$ cat src/design/isort_pkg.sv
`timescale 1ns / 1ps
// ----------------------------------------------------------------------------
// isort_pkg
// Shared constants, types and command/status structs of the insertion sorter.
// ----------------------------------------------------------------------------
package isort_pkg;

   localparam int CAPACITY    = 64;
   localparam int VALUE_WIDTH = 16;
   localparam int IO_WIDTH    = 16;
   localparam int ADDR_WIDTH  = $clog2(CAPACITY);
   localparam int FILL_WIDTH  = $clog2(CAPACITY + 1);

   typedef logic [VALUE_WIDTH-1:0] value_type;
   typedef logic [ADDR_WIDTH-1:0]  addr_type;
   typedef logic [FILL_WIDTH-1:0]  fill_type;
   typedef logic [IO_WIDTH-1:0]    io_type;

   typedef enum logic [1:0] {
      RD_FILL = 2'd0,
      RD_DOWN = 2'd1,
      RD_ZERO = 2'd2,
      RD_UP   = 2'd3
   } rd_sel_type;

   typedef enum logic [1:0] {
      WR_IN_ZERO  = 2'd0,
      WR_DATA_UP  = 2'd1,
      WR_VAL_UP   = 2'd2,
      WR_VAL_ZERO = 2'd3
   } wr_sel_type;

   typedef enum logic [2:0] {
      IDX_HOLD = 3'd0,
      IDX_FILL = 3'd1,
      IDX_DOWN = 3'd2,
      IDX_ZERO = 3'd3,
      IDX_UP   = 3'd4
   } idx_sel_type;

   typedef struct packed {
      logic        load;
      rd_sel_type  rd_sel;
      logic        wr_en;
      wr_sel_type  wr_sel;
      idx_sel_type idx_sel;
      logic        fill_inc;
      logic        ovf_set;
      logic        clear;
      logic        emit;
   } cmd_type;

   typedef struct packed {
      logic full;
      logic empty;
      logic last;
      logic shift;
      logic idx_zero;
      logic emit_last;
   } status_type;

   function automatic value_type to_store(io_type x);
      return VALUE_WIDTH'($signed(x));
   endfunction

   function automatic io_type to_io(value_type x);
      return IO_WIDTH'($signed(x));
   endfunction

endpackage

$ cat src/design/isort_ctrl.sv
`timescale 1ns / 1ps
// ----------------------------------------------------------------------------
// isort_ctrl
// Sequencer of the insertion sorter: scan/shift per insert, then emit batch.
// ----------------------------------------------------------------------------
module isort_ctrl (
   input  logic                clock,
   input  logic                reset,
   input  logic                start,
   input  logic                batch_end,
   input  isort_pkg::status_type status,
   output isort_pkg::cmd_type  cmd,
   output logic                busy
);
   import isort_pkg::*;

   typedef enum logic [4:0] {
      ST_IDLE       = 5'b00001,
      ST_SCAN       = 5'b00010,
      ST_PLACE      = 5'b00100,
      ST_EMIT_FETCH = 5'b01000,
      ST_EMIT       = 5'b10000
   } state_type;

   state_type state_ff, state_in;

   always_ff @(posedge clock) begin
      if (reset) begin
         state_ff <= ST_IDLE;
      end else begin
         state_ff <= state_in;
      end
   end

   assign busy = (state_ff != ST_IDLE);

   always_comb begin
      state_in     = state_ff;
      cmd          = '0;
      cmd.rd_sel   = RD_FILL;
      cmd.wr_sel   = WR_IN_ZERO;
      cmd.idx_sel  = IDX_HOLD;
      unique case (state_ff)
         ST_IDLE: begin
            if (start) begin
               cmd.load = 1'b1;
               priority if (status.full) begin
                  cmd.ovf_set = 1'b1;
                  if (batch_end) state_in = ST_EMIT_FETCH;
               end else if (status.empty) begin
                  cmd.wr_en    = 1'b1;
                  cmd.wr_sel   = WR_IN_ZERO;
                  cmd.fill_inc = 1'b1;
                  if (batch_end) state_in = ST_EMIT_FETCH;
               end else begin
                  cmd.rd_sel  = RD_FILL;
                  cmd.idx_sel = IDX_FILL;
                  state_in    = ST_SCAN;
               end
            end
         end
         ST_SCAN: begin
            cmd.wr_en = 1'b1;
            if (status.shift) begin
               cmd.wr_sel = WR_DATA_UP;
               if (status.idx_zero) begin
                  state_in = ST_PLACE;
               end else begin
                  cmd.idx_sel = IDX_DOWN;
                  cmd.rd_sel  = RD_DOWN;
               end
            end else begin
               cmd.wr_sel   = WR_VAL_UP;
               cmd.fill_inc = 1'b1;
               state_in     = status.last ? ST_EMIT_FETCH : ST_IDLE;
            end
         end
         ST_PLACE: begin
            cmd.wr_en    = 1'b1;
            cmd.wr_sel   = WR_VAL_ZERO;
            cmd.fill_inc = 1'b1;
            state_in     = status.last ? ST_EMIT_FETCH : ST_IDLE;
         end
         ST_EMIT_FETCH: begin
            cmd.rd_sel  = RD_ZERO;
            cmd.idx_sel = IDX_ZERO;
            state_in    = ST_EMIT;
         end
         ST_EMIT: begin
            cmd.emit = 1'b1;
            if (status.emit_last) begin
               cmd.clear = 1'b1;
               state_in  = ST_IDLE;
            end else begin
               cmd.rd_sel  = RD_UP;
               cmd.idx_sel = IDX_UP;
            end
         end
         default: begin
            state_in = ST_IDLE;
         end
      endcase
   end

   ast_emit_only_busy: assert property (@(posedge clock) disable iff (reset)
      cmd.emit |-> busy)
      else $error("emit while idle");

   ast_place_after_shift: assert property (@(posedge clock) disable iff (reset)
      (state_ff == ST_PLACE) |-> $past(state_ff == ST_SCAN && status.shift && status.idx_zero))
      else $error("place without shift to bottom");

   ast_scan_not_full: assert property (@(posedge clock) disable iff (reset)
      (state_ff == ST_SCAN) |-> !status.full)
      else $error("scan with full store");

endmodule

$ cat src/design/isort_dpath.sv
`timescale 1ns / 1ps
// ----------------------------------------------------------------------------
// isort_dpath
// Sorted store memory, scan index, fill count and overflow flag.
// ----------------------------------------------------------------------------
module isort_dpath (
   input  logic                  clock,
   input  logic                  reset,
   input  isort_pkg::cmd_type    cmd,
   input  isort_pkg::io_type     item_value,
   input  logic                  batch_end,
   output isort_pkg::status_type status,
   output isort_pkg::io_type     sorted_value,
   output logic                  run_end,
   output logic                  dropped_flag
);
   import isort_pkg::*;

   value_type mem [CAPACITY];
   value_type rd_data_ff;
   value_type val_ff;
   logic      last_ff;
   fill_type  fill_ff, fill_in;
   logic      ovf_ff, ovf_in;
   addr_type  idx_ff, idx_in;
   addr_type  rd_addr, wr_addr;
   value_type wr_data;
   addr_type  fill_top;

   assign fill_top = addr_type'(fill_ff - fill_type'(1));

   always_comb begin
      unique case (cmd.rd_sel)
         RD_FILL: rd_addr = fill_top;
         RD_DOWN: rd_addr = idx_ff - addr_type'(1);
         RD_ZERO: rd_addr = '0;
         RD_UP:   rd_addr = idx_ff + addr_type'(1);
         default: rd_addr = '0;
      endcase
   end

   always_comb begin
      unique case (cmd.wr_sel)
         WR_IN_ZERO: begin
            wr_addr = '0;
            wr_data = to_store(item_value);
         end
         WR_DATA_UP: begin
            wr_addr = idx_ff + addr_type'(1);
            wr_data = rd_data_ff;
         end
         WR_VAL_UP: begin
            wr_addr = idx_ff + addr_type'(1);
            wr_data = val_ff;
         end
         WR_VAL_ZERO: begin
            wr_addr = '0;
            wr_data = val_ff;
         end
         default: begin
            wr_addr = '0;
            wr_data = val_ff;
         end
      endcase
   end

   always_ff @(posedge clock) begin
      if (cmd.wr_en) begin
         mem[wr_addr] <= wr_data;
      end
      rd_data_ff <= mem[rd_addr];
   end

   always_comb begin
      unique case (cmd.idx_sel)
         IDX_HOLD: idx_in = idx_ff;
         IDX_FILL: idx_in = fill_top;
         IDX_DOWN: idx_in = idx_ff - addr_type'(1);
         IDX_ZERO: idx_in = '0;
         IDX_UP:   idx_in = idx_ff + addr_type'(1);
         default:  idx_in = idx_ff;
      endcase
   end

   always_comb begin
      fill_in = fill_ff;
      ovf_in  = ovf_ff;
      if (cmd.clear) begin
         fill_in = '0;
         ovf_in  = 1'b0;
      end else begin
         if (cmd.fill_inc) fill_in = fill_ff + fill_type'(1);
         if (cmd.ovf_set)  ovf_in  = 1'b1;
      end
   end

   always_ff @(posedge clock) begin
      if (reset) begin
         fill_ff <= '0;
         ovf_ff  <= 1'b0;
      end else begin
         fill_ff <= fill_in;
         ovf_ff  <= ovf_in;
      end
   end

   always_ff @(posedge clock) begin
      idx_ff <= idx_in;
      if (cmd.load) begin
         val_ff  <= to_store(item_value);
         last_ff <= batch_end;
      end
   end

   assign status.full      = (fill_ff == fill_type'(CAPACITY));
   assign status.empty     = (fill_ff == '0);
   assign status.last      = last_ff;
   assign status.shift     = ($signed(rd_data_ff) >= $signed(val_ff));
   assign status.idx_zero  = (idx_ff == '0);
   assign status.emit_last = ({1'b0, idx_ff} == (fill_ff - fill_type'(1)));

   assign sorted_value = to_io(rd_data_ff);
   assign run_end      = cmd.emit & status.emit_last;
   assign dropped_flag = ovf_ff;

   ast_fill_bound: assert property (@(posedge clock) disable iff (reset)
      fill_ff <= fill_type'(CAPACITY))
      else $error("fill count beyond capacity");

   ast_inc_not_full: assert property (@(posedge clock) disable iff (reset)
      cmd.fill_inc |-> !status.full)
      else $error("insert into full store");

   ast_clear_after_run: assert property (@(posedge clock) disable iff (reset)
      run_end |=> (fill_ff == '0) && !ovf_ff)
      else $error("store not emptied after batch");

   ast_emit_not_empty: assert property (@(posedge clock) disable iff (reset)
      cmd.emit |-> !status.empty)
      else $error("emit from empty store");

endmodule

$ cat src/design/insertion_sorter.sv
`timescale 1ns / 1ps
// ----------------------------------------------------------------------------
// insertion_sorter
// Batch insertion sort into a bounded ascending store, emitted on batch end.
// ----------------------------------------------------------------------------
// Usage:
//   Input: a transaction is taken at a clock edge with start high and busy
//   low; req_item_value is inserted in front of the first stored value that
//   is not smaller. req_batch_end marks the last value of a batch.
//   Insert: into an empty or full store there is no scan (busy stays low unless
//   the batch ends); otherwise a scan/shift loop over the store memory moves
//   up every stored value not smaller than the new one, then places it.
//   Output: after the batch-end insert, a fetch state, then one result
//   per cycle in ascending order, rsp_valid high for each. rsp_run_end marks
//   the final one; rsp_dropped_flag is high on all results of a batch that
//   lost values beyond the 64-entry capacity. busy stays high until done.
//   The receiver cannot stall; each result is shown for one cycle only.
//   Reset empties the store and clears the overflow flag; store contents
//   need no clearing.
// ----------------------------------------------------------------------------
module insertion_sorter (
   input  logic                  clock,
   input  logic                  reset,
   input  logic                  start,
   output logic                  busy,
   input  logic signed [15:0]    req_item_value,
   input  logic                  req_batch_end,
   output logic                  rsp_valid,
   output logic signed [15:0]    rsp_sorted_value,
   output logic                  rsp_run_end,
   output logic                  rsp_dropped_flag
);
   import isort_pkg::*;

   cmd_type    cmd;
   status_type status;
   io_type     sorted_value;

   isort_ctrl u_ctrl (
      .clock     (clock),
      .reset     (reset),
      .start     (start),
      .batch_end (req_batch_end),
      .status    (status),
      .cmd       (cmd),
      .busy      (busy)
   );

   isort_dpath u_dpath (
      .clock        (clock),
      .reset        (reset),
      .cmd          (cmd),
      .item_value   (io_type'(req_item_value)),
      .batch_end    (req_batch_end),
      .status       (status),
      .sorted_value (sorted_value),
      .run_end      (rsp_run_end),
      .dropped_flag (rsp_dropped_flag)
   );

   assign rsp_valid        = cmd.emit;
   assign rsp_sorted_value = $signed(sorted_value);

endmodule
$ cat config.mk
export PLATFORM = sky130hd
export DESIGN_NAME = insertion_sorter
export DESIGN_NICKNAME = d
export VERILOG_FILES = /design/src/design/isort_pkg.sv /design/src/design/isort_ctrl.sv /design/src/design/isort_dpath.sv /design/src/design/insertion_sorter.sv
export SDC_FILE = /design/constraint.sdc
export NUM_CORES = 1
export LEC_CHECK = 0
export BUFFER_PORTS_ARGS = -buffer_cell sky130_fd_sc_hd__buf_4
export CAP_MARGIN = 20
export CORE_UTILIZATION = 45
export DETAILED_ROUTE_END_ITERATION = 12
export HOLD_SLACK_MARGIN = 0.1
export MAX_ROUTING_LAYER = met4
export REMOVE_ABC_BUFFERS = 1
export SLEW_MARGIN = 20
export SYNTH_ARGS = -nofsm -noshare
export SYNTH_HDL_FRONTEND = slang
export SYNTH_HIERARCHICAL = 1
export SYNTH_SLANG_ARGS = --single-unit
$ cat constraint.sdc
create_clock -name clock -period 10.3 [get_ports clock]
set_clock_uncertainty 0.15 [all_clocks]
set_input_delay 3.09 -clock clock [delete_from_list [all_inputs] [get_ports clock]]
set_output_delay 3.09 -clock clock [all_outputs]
set_load 0.03 [all_outputs]
======== After elaboration in Yosys (flattened, before gate mapping) ========
Memory sizes are Yosys's and may differ from the RTL's. A register that Yosys moved wholly into a read port is not among the register bits.
Index checks and enable logic that the tools add are counted.
operators by class
  bitwise gates (word level) .............. 1
  order comparisons ....................... 1
  muxes and demuxes ....................... 37
  equal/unequal tests ..................... 21
  $add $sub $neg .......................... 4
  reductions and logical operators ........ 10
operators with widths
  cell                                                                 number
  16-bit one-hot mux with 3 select lines                               1
  6-bit one-hot mux with 4 select lines                                2
  5-bit two-way mux                                                    7
  5-bit one-hot mux with 5 select lines                                1
  16-bit >= comparator                                                 1
  2-bit two-way mux                                                    6
  3-bit one-hot mux with 4 select lines                                1
  6-bit one-hot mux with 2 select lines                                1
  11-bit two-way mux                                                   1
  1-bit two-way mux                                                    10
  3-bit one-hot mux with 3 select lines                                1
  2-bit == test (second input constant)                                4
  2-bit one-hot mux with 4 select lines                                1
  2-bit OR reduction                                                   4
  7-bit by 1-bit adder with 7-bit output (second input constant)       1
  6-bit by 7-bit == test with 1-bit output                             1
  7-bit == test (second input constant)                                1
  7-bit logical NOT                                                    1
  7-bit two-way mux                                                    1
  7-bit by 1-bit subtractor with 7-bit output (second input constant)  1
  6-bit by 1-bit adder with 6-bit output (second input constant)       1
  3-bit by 2-bit == test with 1-bit output (second input constant)     2
  6-bit logical NOT                                                    1
  3-bit two-way mux                                                    2
  other kinds (19)                                                     21
storage, ports and cells
  word-level logic and storage cells ...... 81
  memories kept ........................... 1
  memory bits (writable) .................. 1,024
  bits in registers ....................... 36
  input bits .............................. 20
memory list
  name         words  width  rd ports  clocked after memory_dff  write ports  line               text
  u_dpath.mem  64     16     1         1                         1            isort_dpath.sv:19  value_type mem [CAPACITY];

======== Longest topological paths before layout ========
Gate-level depths: netlist (run 1).
  depth in word-level cells ............... 8
  depth in mapped cells ................... 23
  gate-level depth less buffers ........... 18

======== Hierarchy ========
Netlist (run 1), hierarchy kept.
by module, submodules not included
  module       area each (um^2)  cells each  times used  seq. area each (um^2)
  isort_dpath  43,551.8          2,814       1           31,920.6
  isort_ctrl   422.9             57          1           100.1

======== Worst setup path before layout (run 1) ========
OpenSTA, ideal clock, no wires.
  path kind ............................... flip-flop to flip-flop
  from .................................... reg u_dpath.rd_data_ff[9] (netlist: u_dpath/sorted_value[9]) (read register of u_dpath.mem)
  to ...................................... mem u_dpath/mem[0][12] (netlist name) (data pin)
  cell stages (with the launch flop) ...... 18
  arrival time ............................ 5.920 ns
  path buffers ............................ 2
  data required time ...................... 9.448 ns
  slack ................................... 3.528 ns
  clock period less this slack ............ 6.772 ns
  path through ............................ dfxtp_1 -> ha_1 -> a21o_1 -> a21o_1 -> a21o_1 -> a21o_1 -> a21o_1 -> a2111oi_0 -> o22ai_1 -> nor3b_1 -> o21ai_1 -> inv_1 -> ha_1 -> or2_2 -> clkbuf_1 -> clkbuf_1 -> a22oi_1 -> o21ai_0
RTL lines
  element          line               text
  start, declared  isort_dpath.sv:20  value_type rd_data_ff;
  end, declared    isort_dpath.sv:19

==> flow_metrics.tcl, run 1 <==
set metrics [dict create \
    hold_buffers 0 \
    arrival_ns 8.01 \
    gp_congestion 0.830 \
    grt_antenna_before_repair 0 \
    crit_path_start "u_dpath/fill_ff[0]" \
    drt_iter0_drc 2948 \
    fmax_ghz 0.131 \
    clk_pin_slew_ns 0.06 \
    drv_cap 0 \
    path_class "flop to flop" \
    dpl_cell_area_sq_um 45900 \
    h-tree-depth 3 \
    reg2reg_from "u_dpath/fill_ff[0]" \
    synthTopCellsByCount "edfxtp_1 (1,047), nand2_1 (575), and3_1 (158), nor2_1 (118), mux4_2 (113)" \
    tritoncts "built" \
    path_cells "inv_1 > ha_1 > nor3b_1 > xnor2_1 > xnor2_1 > nor4b_1 > nand4b_1 > nand2_2 > or3_1 > buf_4 > nand2_8 > buf_4 > nand2_1 > and3_1 > a311oi_1 > nor3_1 > nor4_2" \
    finalCritPeriodShare_pct 74.2 \
    drv_slew 0 \
    cts_root_buffer "clkbuf_16" \
    cpMaxStageDelayCell "or3_1" \
    status "finished clean" \
    synthCells 2871 \
    yosysTopAreaCell "edfxtp_1" \
    synthesis.area_sq_um 44000 \
    final_area_sq_um 49400 \
    n_antenna_cell 0 \
    first_pass_iters 6 \
    layout.nets 2964 \
    area_growth_pct 12.4 \
    ioPinCount 40 \
    hold_class "flop to flop" \
    p_leak_nw 16.4 \
    vias_per_cell 6.08 \
    slew_headroom_pct 21.4 \
    dp_slack_ns 2.90 \
    setup_viol 0 \
    setup_tns_ns 0 \
    min_from "u_dpath/dropped_flag" \
    powerDensity_nw_per_um2 270 \
    synth_edf_count 1047 \
    wl_um 117000 \
    clockBufferDepth 3 \
    worstMarginPinSlew_ns 1.18 \
    worstSetupPathDepth 17 \
    yosysSeqAreaShare_pct 72.8 \
    whs_ns 0.344 \
    hold_violations 0 \
    setup_ws_ns 2.65 \
    async_flop_share_pct 0 \
    rsz0062_at_grt "no" \
    die_area_sq_um 99000 \
    first_global_vias 25200 \
    fin_crit_ns 7.65 \
    worst-path-buf-inv 3 \
    avgSynthCellArea_sq_um 15.3 \
    cts_resized 0 \
    post-cts-setup-buffer-count 0 \
    cp.required_ns 10.66 \
    grtUsageTotal_pct 24.3 \
    io_buffers 39 \
    grt_overflow 0 \
    multiInputGateArea_sq_um 11100 \
    design.core.area_sq_um 96700 \
    grt_max_degree 158 \
    synthFlopType "edfxtp_1" \
    vias 26100 \
    grt_pass1_wl_um 171000 \
    synth_most_common_cell "edfxtp_1" \
    ant_nets 0 \
    synthDistinctLibCells 69 \
    crit_family "simple AND/OR/NAND/NOR gates" \
    start_util_pct 45.5 \
    synth_top_area_share_pct 71.5 \
    r2r-end "u_dpath/sorted_value[11]" \
    clk_latency_ns 0.70 \
    r2r_cells 17 \
    die_w_um 315 \
    fill_cells 7892 \
    end_kind "flop" \
    slowest_delay_ns 0.89 \
    drive_gt1_share_pct 16.0 \
    peakVddDrop_mv 0.222 \
    netlist_top_cells_area "edfxtp_1 (71%), mux4_2 (5.8%), nand2_1 (4.9%), and3_1 (2.2%), nand4_1 (1.5%)" \
    timing.reg2reg.setup_slack_ns 2.65 \
    dp_hpwl_um 65600 \
    synth_seq_cells 1076 \
    die_h_um 315 \
    crit_end "u_dpath/sorted_value[11]" \
    wl_per_cell_um 27.3 \
    ys_warn_count 6 \
    rows 114 \
    clkSinkCount 1076 \
    cts_buffers 108 \
    regArea_sq_um 32000 \
    startpoint_type "flop" \
    worstPathMaxFanout 116 \
    drc_errors 0 \
]
==> worst min-delay path: stages, from the launching register on <==
cell     delay [ns]
dfxtp_1        0.31
nor2_1         0.09
nor2_1         0.05
==> area by class of cell <==
| type | count | share of cell area (%) |
|---|---|---|
| sequential | 1076 | 64.8 |
| timing repair buffer | 133 | 2.16 |
| tap | 1276 | 3.23 |
| inverter | 27 | 0.205 |
| clock buffer | 137 | 5.75 |
| clock inverter | 64 | 1.35 |
| multi-input combinational | 1572 | 22.5 |
==> how the worst min path moves through the flow <==
stage	depth (start not counted)	slack, ns	endpoint
detailed placement	2	0.34	u_dpath/dropped_flag
global route	2	0.39	u_dpath/dropped_flag
finish	2	0.34	u_dpath/dropped_flag
global placement	2	0.30	u_dpath/dropped_flag
CTS	2	0.35	u_dpath/dropped_flag
floorplan	2	0.34	u_dpath/fill_ff[6]
==> layer usage <==
| layer | global-route usage (%) | vias to the layer above | share of wire [%] |
|---|---|---|---|
| met5 | - | - | 0 |
| met4 | 7.24 | 0 | 2.6 |
| met3 | 3.54 | 177 | 8.2 |
| met2 | 37.3 | 1142 | 47 |
| met1 | 33.8 | 13500 | 42 |
| li1 | - | 11300 | - |
==> cell usage in the layout (no fill, tap or decap), drive strengths merged, types with 17 or more instances in the layout <==
cell type,netlist,final
mux4,113,113
buf,105,133
a211oi,32,32
nand4,102,102
o21ai,40,40
clkbuf,91,137
a31oi,34,34
a21oi,19,19
nor2,118,118
nor4,20,20
edfxtp,1047,1047
nand2,577,577
a311oi,63,63
nand3,17,17
dfxtp,29,29
a2111oi,32,32
nor3,36,36
and3,159,159
clkinv,0,45
inv,27,31
ha,26,26
==> stage by stage <==
stage	util (%)	instances	power, mW
finish	51.1	4285	13.3
global route	51.1	4285	13.8
CTS	51.1	4284	13.4
detailed placement	47.5	4083	9.52
global placement	47.5	4083	9.49
floorplan	-	2675	8.25
==> registers in the layout (all words and copies together) (netlist names) <==
register / flops
u_dpath/dropped_flag: 1
u_ctrl/state_ff: 5
u_dpath/mem: 1024
u_dpath/sorted_value: 16
u_dpath/idx_ff: 6
u_dpath/val_ff: 16
u_dpath/fill_ff: 7
u_dpath/last_ff: 1
==> cell families after synthesis <==
family,count (synthesis),synth area share [%]
DFF,1076,72.8
and+or+nand+nor,1073,11.6
AOI/OAI and AO/OA,314,5.62
buffers and inverters,223,2.51
muxes,131,6.20
xor gates and xnor gates,28,0.558
adders and majority gates,26,0.740
==> power breakdown <==
| part | total (mW) | internal, mW | leakage, nW | switching (mW) |
|---|---|---|---|---|
| clock network | 3.89 | 2.24 | 1.70 | 1.66 |
| logic | 4.39 | 1.40 | 5.07 | 2.99 |
| registers | 5.05 | 4.93 | 9.66 | 0.111 |
(Power assumes the default switching activity.)
==> inputs of run 2 (changes only) <==
- clock period: 10.3 -> 6.2 ns (I/O delays scaled with it)
==> run 2 against run 1 <==
  * Sequential share of layout area is 1.1 points lower
  * Total power increased by 68%
  * Critical endpoint is now u_dpath/sorted_value[9]
  * Setup slack got worse by 2.3 ns
  * Non-clock buffer count is 86 higher
  * Fmax up 32%
  * Critical path type unchanged
  * Die area is the same
  * Clock power up 62%
  * Wire length increased by 5.5%
  * Clock-buffer cell count grew 9
  * Cell count increased by 1.9%
  * Sequential power is 66% higher
==> flow_metrics.tcl, run 2 (synthesis gave the netlist of run 1 again) <==
set metrics [dict create \
    grt_antenna_before_repair 2 \
    drc_errors 0 \
    finalCritPeriodShare_pct 93.7 \
    hold_buffers 0 \
    design.core.area_sq_um 96700 \
    rows 114 \
    grtUsageTotal_pct 25.6 \
    final_cell_mix "edfxtp_1 (1,047), nand2_1 (574), buf_4 (189)" \
    cts_root_buffer "clkbuf_16" \
    io_buffers 39 \
    drv_slew 0 \
    hold_violations 0 \
    p_leak_nw 16.9 \
    die_h_um 315 \
    fill_cells 7905 \
    rsz0062_at_grt "no" \
    layout.nets 3048 \
    ant_nets 0 \
    worstMarginPinSlew_ns 1.06 \
    largest_reg_flops 1024 \
    area_growth_pct 14.3 \
    h-tree-depth 3 \
    setup_viol 0 \
    vias 26800 \
    drv_cap 0 \
    cpMostUsedCell "a21o_1" \
    startpoint_type "flop" \
    powerDensity_nw_per_um2 446 \
    tritoncts "built" \
    die_w_um 315 \
    ioPinCount 40 \
    slew_headroom_pct 29.2 \
    path_class "flop to flop" \
    fmax_ghz 0.172 \
    switching_share_pct 35.3 \
    drt_iter0_drc 2846 \
    regMostFlops "u_dpath/mem" \
    gp_congestion 0.931 \
    worst-path-buf-inv 3 \
    crit_family "simple AND/OR/NAND/NOR gates" \
    grt_max_degree 73 \
    clk_pin_slew_ns 0.06 \
    vias_per_cell 6.14 \
    cpMaxStageDelayCell "or3_1" \
    grt_overflow 0 \
    post-cts-setup-buffer-count 0 \
    cts_buffers 106 \
    end_kind "flop" \
    grt_pass1_wl_um 178000 \
    arrival_ns 6.21 \
    total_power_mw 22.4 \
    whs_ns 0.358 \
    cp.required_ns 6.60 \
    drive_gt1_share_pct 18.2 \
    path_cells "inv_1 > ha_1 > a21o_1 > a21o_1 > a21o_1 > a21o_1 > a21o_1 > a2111oi_0 > o22ai_1 > nand4b_1 > nand2_4 > or3_1 > and2_4 > buf_12 > buf_4 > mux4_2 > nor2_1 > o311ai_1 > nand4_1 > nor4_4" \
    wl_um 123000 \
    start_util_pct 45.5 \
    p_sw_mw 7.92 \
    p_clk_share_pct 28.1 \
    first_pass_iters 5 \
    peakVddDrop_mv 0.245 \
    p_int_mw 14.5 \
    clk_latency_ns 0.69 \
    sequentialPowerShare_pct 37.4 \
    slowest_delay_ns 0.53 \
    worstPathMaxFanout 18 \
    hold_class "flop to flop" \
    combPwrFrac_pct 34.4 \
    dp_hpwl_um 74700 \
    first_global_vias 25400 \
    place_inst 4170 \
    clkSinkCount 1076 \
    wl_per_cell_um 28.2 \
    layout_commonest_cell "edfxtp_1" \
    clockBufferDepth 3 \
    status "finished clean" \
    fin_crit_ns 5.81 \
    die_area_sq_um 99000 \
    instances_no_fill 4367 \
]
[run 2: through the flow]
stage	utilization (%)	setup TNS, ns	instance area, sq um	worst slack, ns
floorplan	-	-459.06	43000	-7.57
global placement	48.4	0	46800	0.0296
detailed placement	48.4	-0.0543	46800	-0.0307
CTS	51.9	0	50200	0.129
global route	52.0	0	50300	0.0788
finish	52.0	0	50300	0.391
[run 2: per-layer routing]
layer	global-route usage [%]	vias to the layer above	wire (um)
li1	-	11400	-
met1	35.7	13800	50900
met2	38.4	1324	57300
met3	4.01	197	11100
met4	8.26	0	3910
met5	-	-	0
[run 2: worst paths after layout]
check,start,endpoint,slack [ns],cells after the start
worst min-delay path,u_dpath/dropped_flag,u_dpath/dropped_flag,0.36,2
worst max-delay path,u_dpath/val_ff[9],u_dpath/sorted_value[9],0.39,20
worst max register to register,u_dpath/val_ff[9],u_dpath/sorted_value[9],0.39,20
worst min register to register,u_dpath/dropped_flag,u_dpath/dropped_flag,0.36,2
[run 2: tightest hold or removal path, cell delays in order (launching register included)]
cell and delay [ns]:
dfxtp_1 0.33, nor2_1 0.10, nor2_1 0.04
[run 2: final cells by class]
type                            instances  area [sq um]  area share [%]
Antenna cell                            1          2.50         0.00498
Inverter                               27           101           0.202
Tap cell                             1276          1600            3.18
Sequential cell                      1076         32000            63.7
Clock inverter                         50           458           0.911
Clock buffer                          146          2940            5.84
Multi-Input combinational cell       1572         11100            22.2
Timing Repair Buffer                  219          2020            4.02
[run 2: power groups by stage]
stage / clock, mW / combinational, mW / sequential, mW
6_report: 6.31 / 7.73 / 8.40
5_1_grt: 6.67 / 8.14 / 8.40
4_1_cts: 6.40 / 7.64 / 8.39
3_5_place_dp: 0 / 7.60 / 8.54
3_3_place_gp: 0 / 7.53 / 8.54
2_1_floorplan: 0 / 4.95 / 8.57
[run 2: what timing repair did]
action | in CTS | in global routing
resized for setup | 2 | 6
pin swaps | 0 | 0
endpoints found under the setup margin | 2 | 10
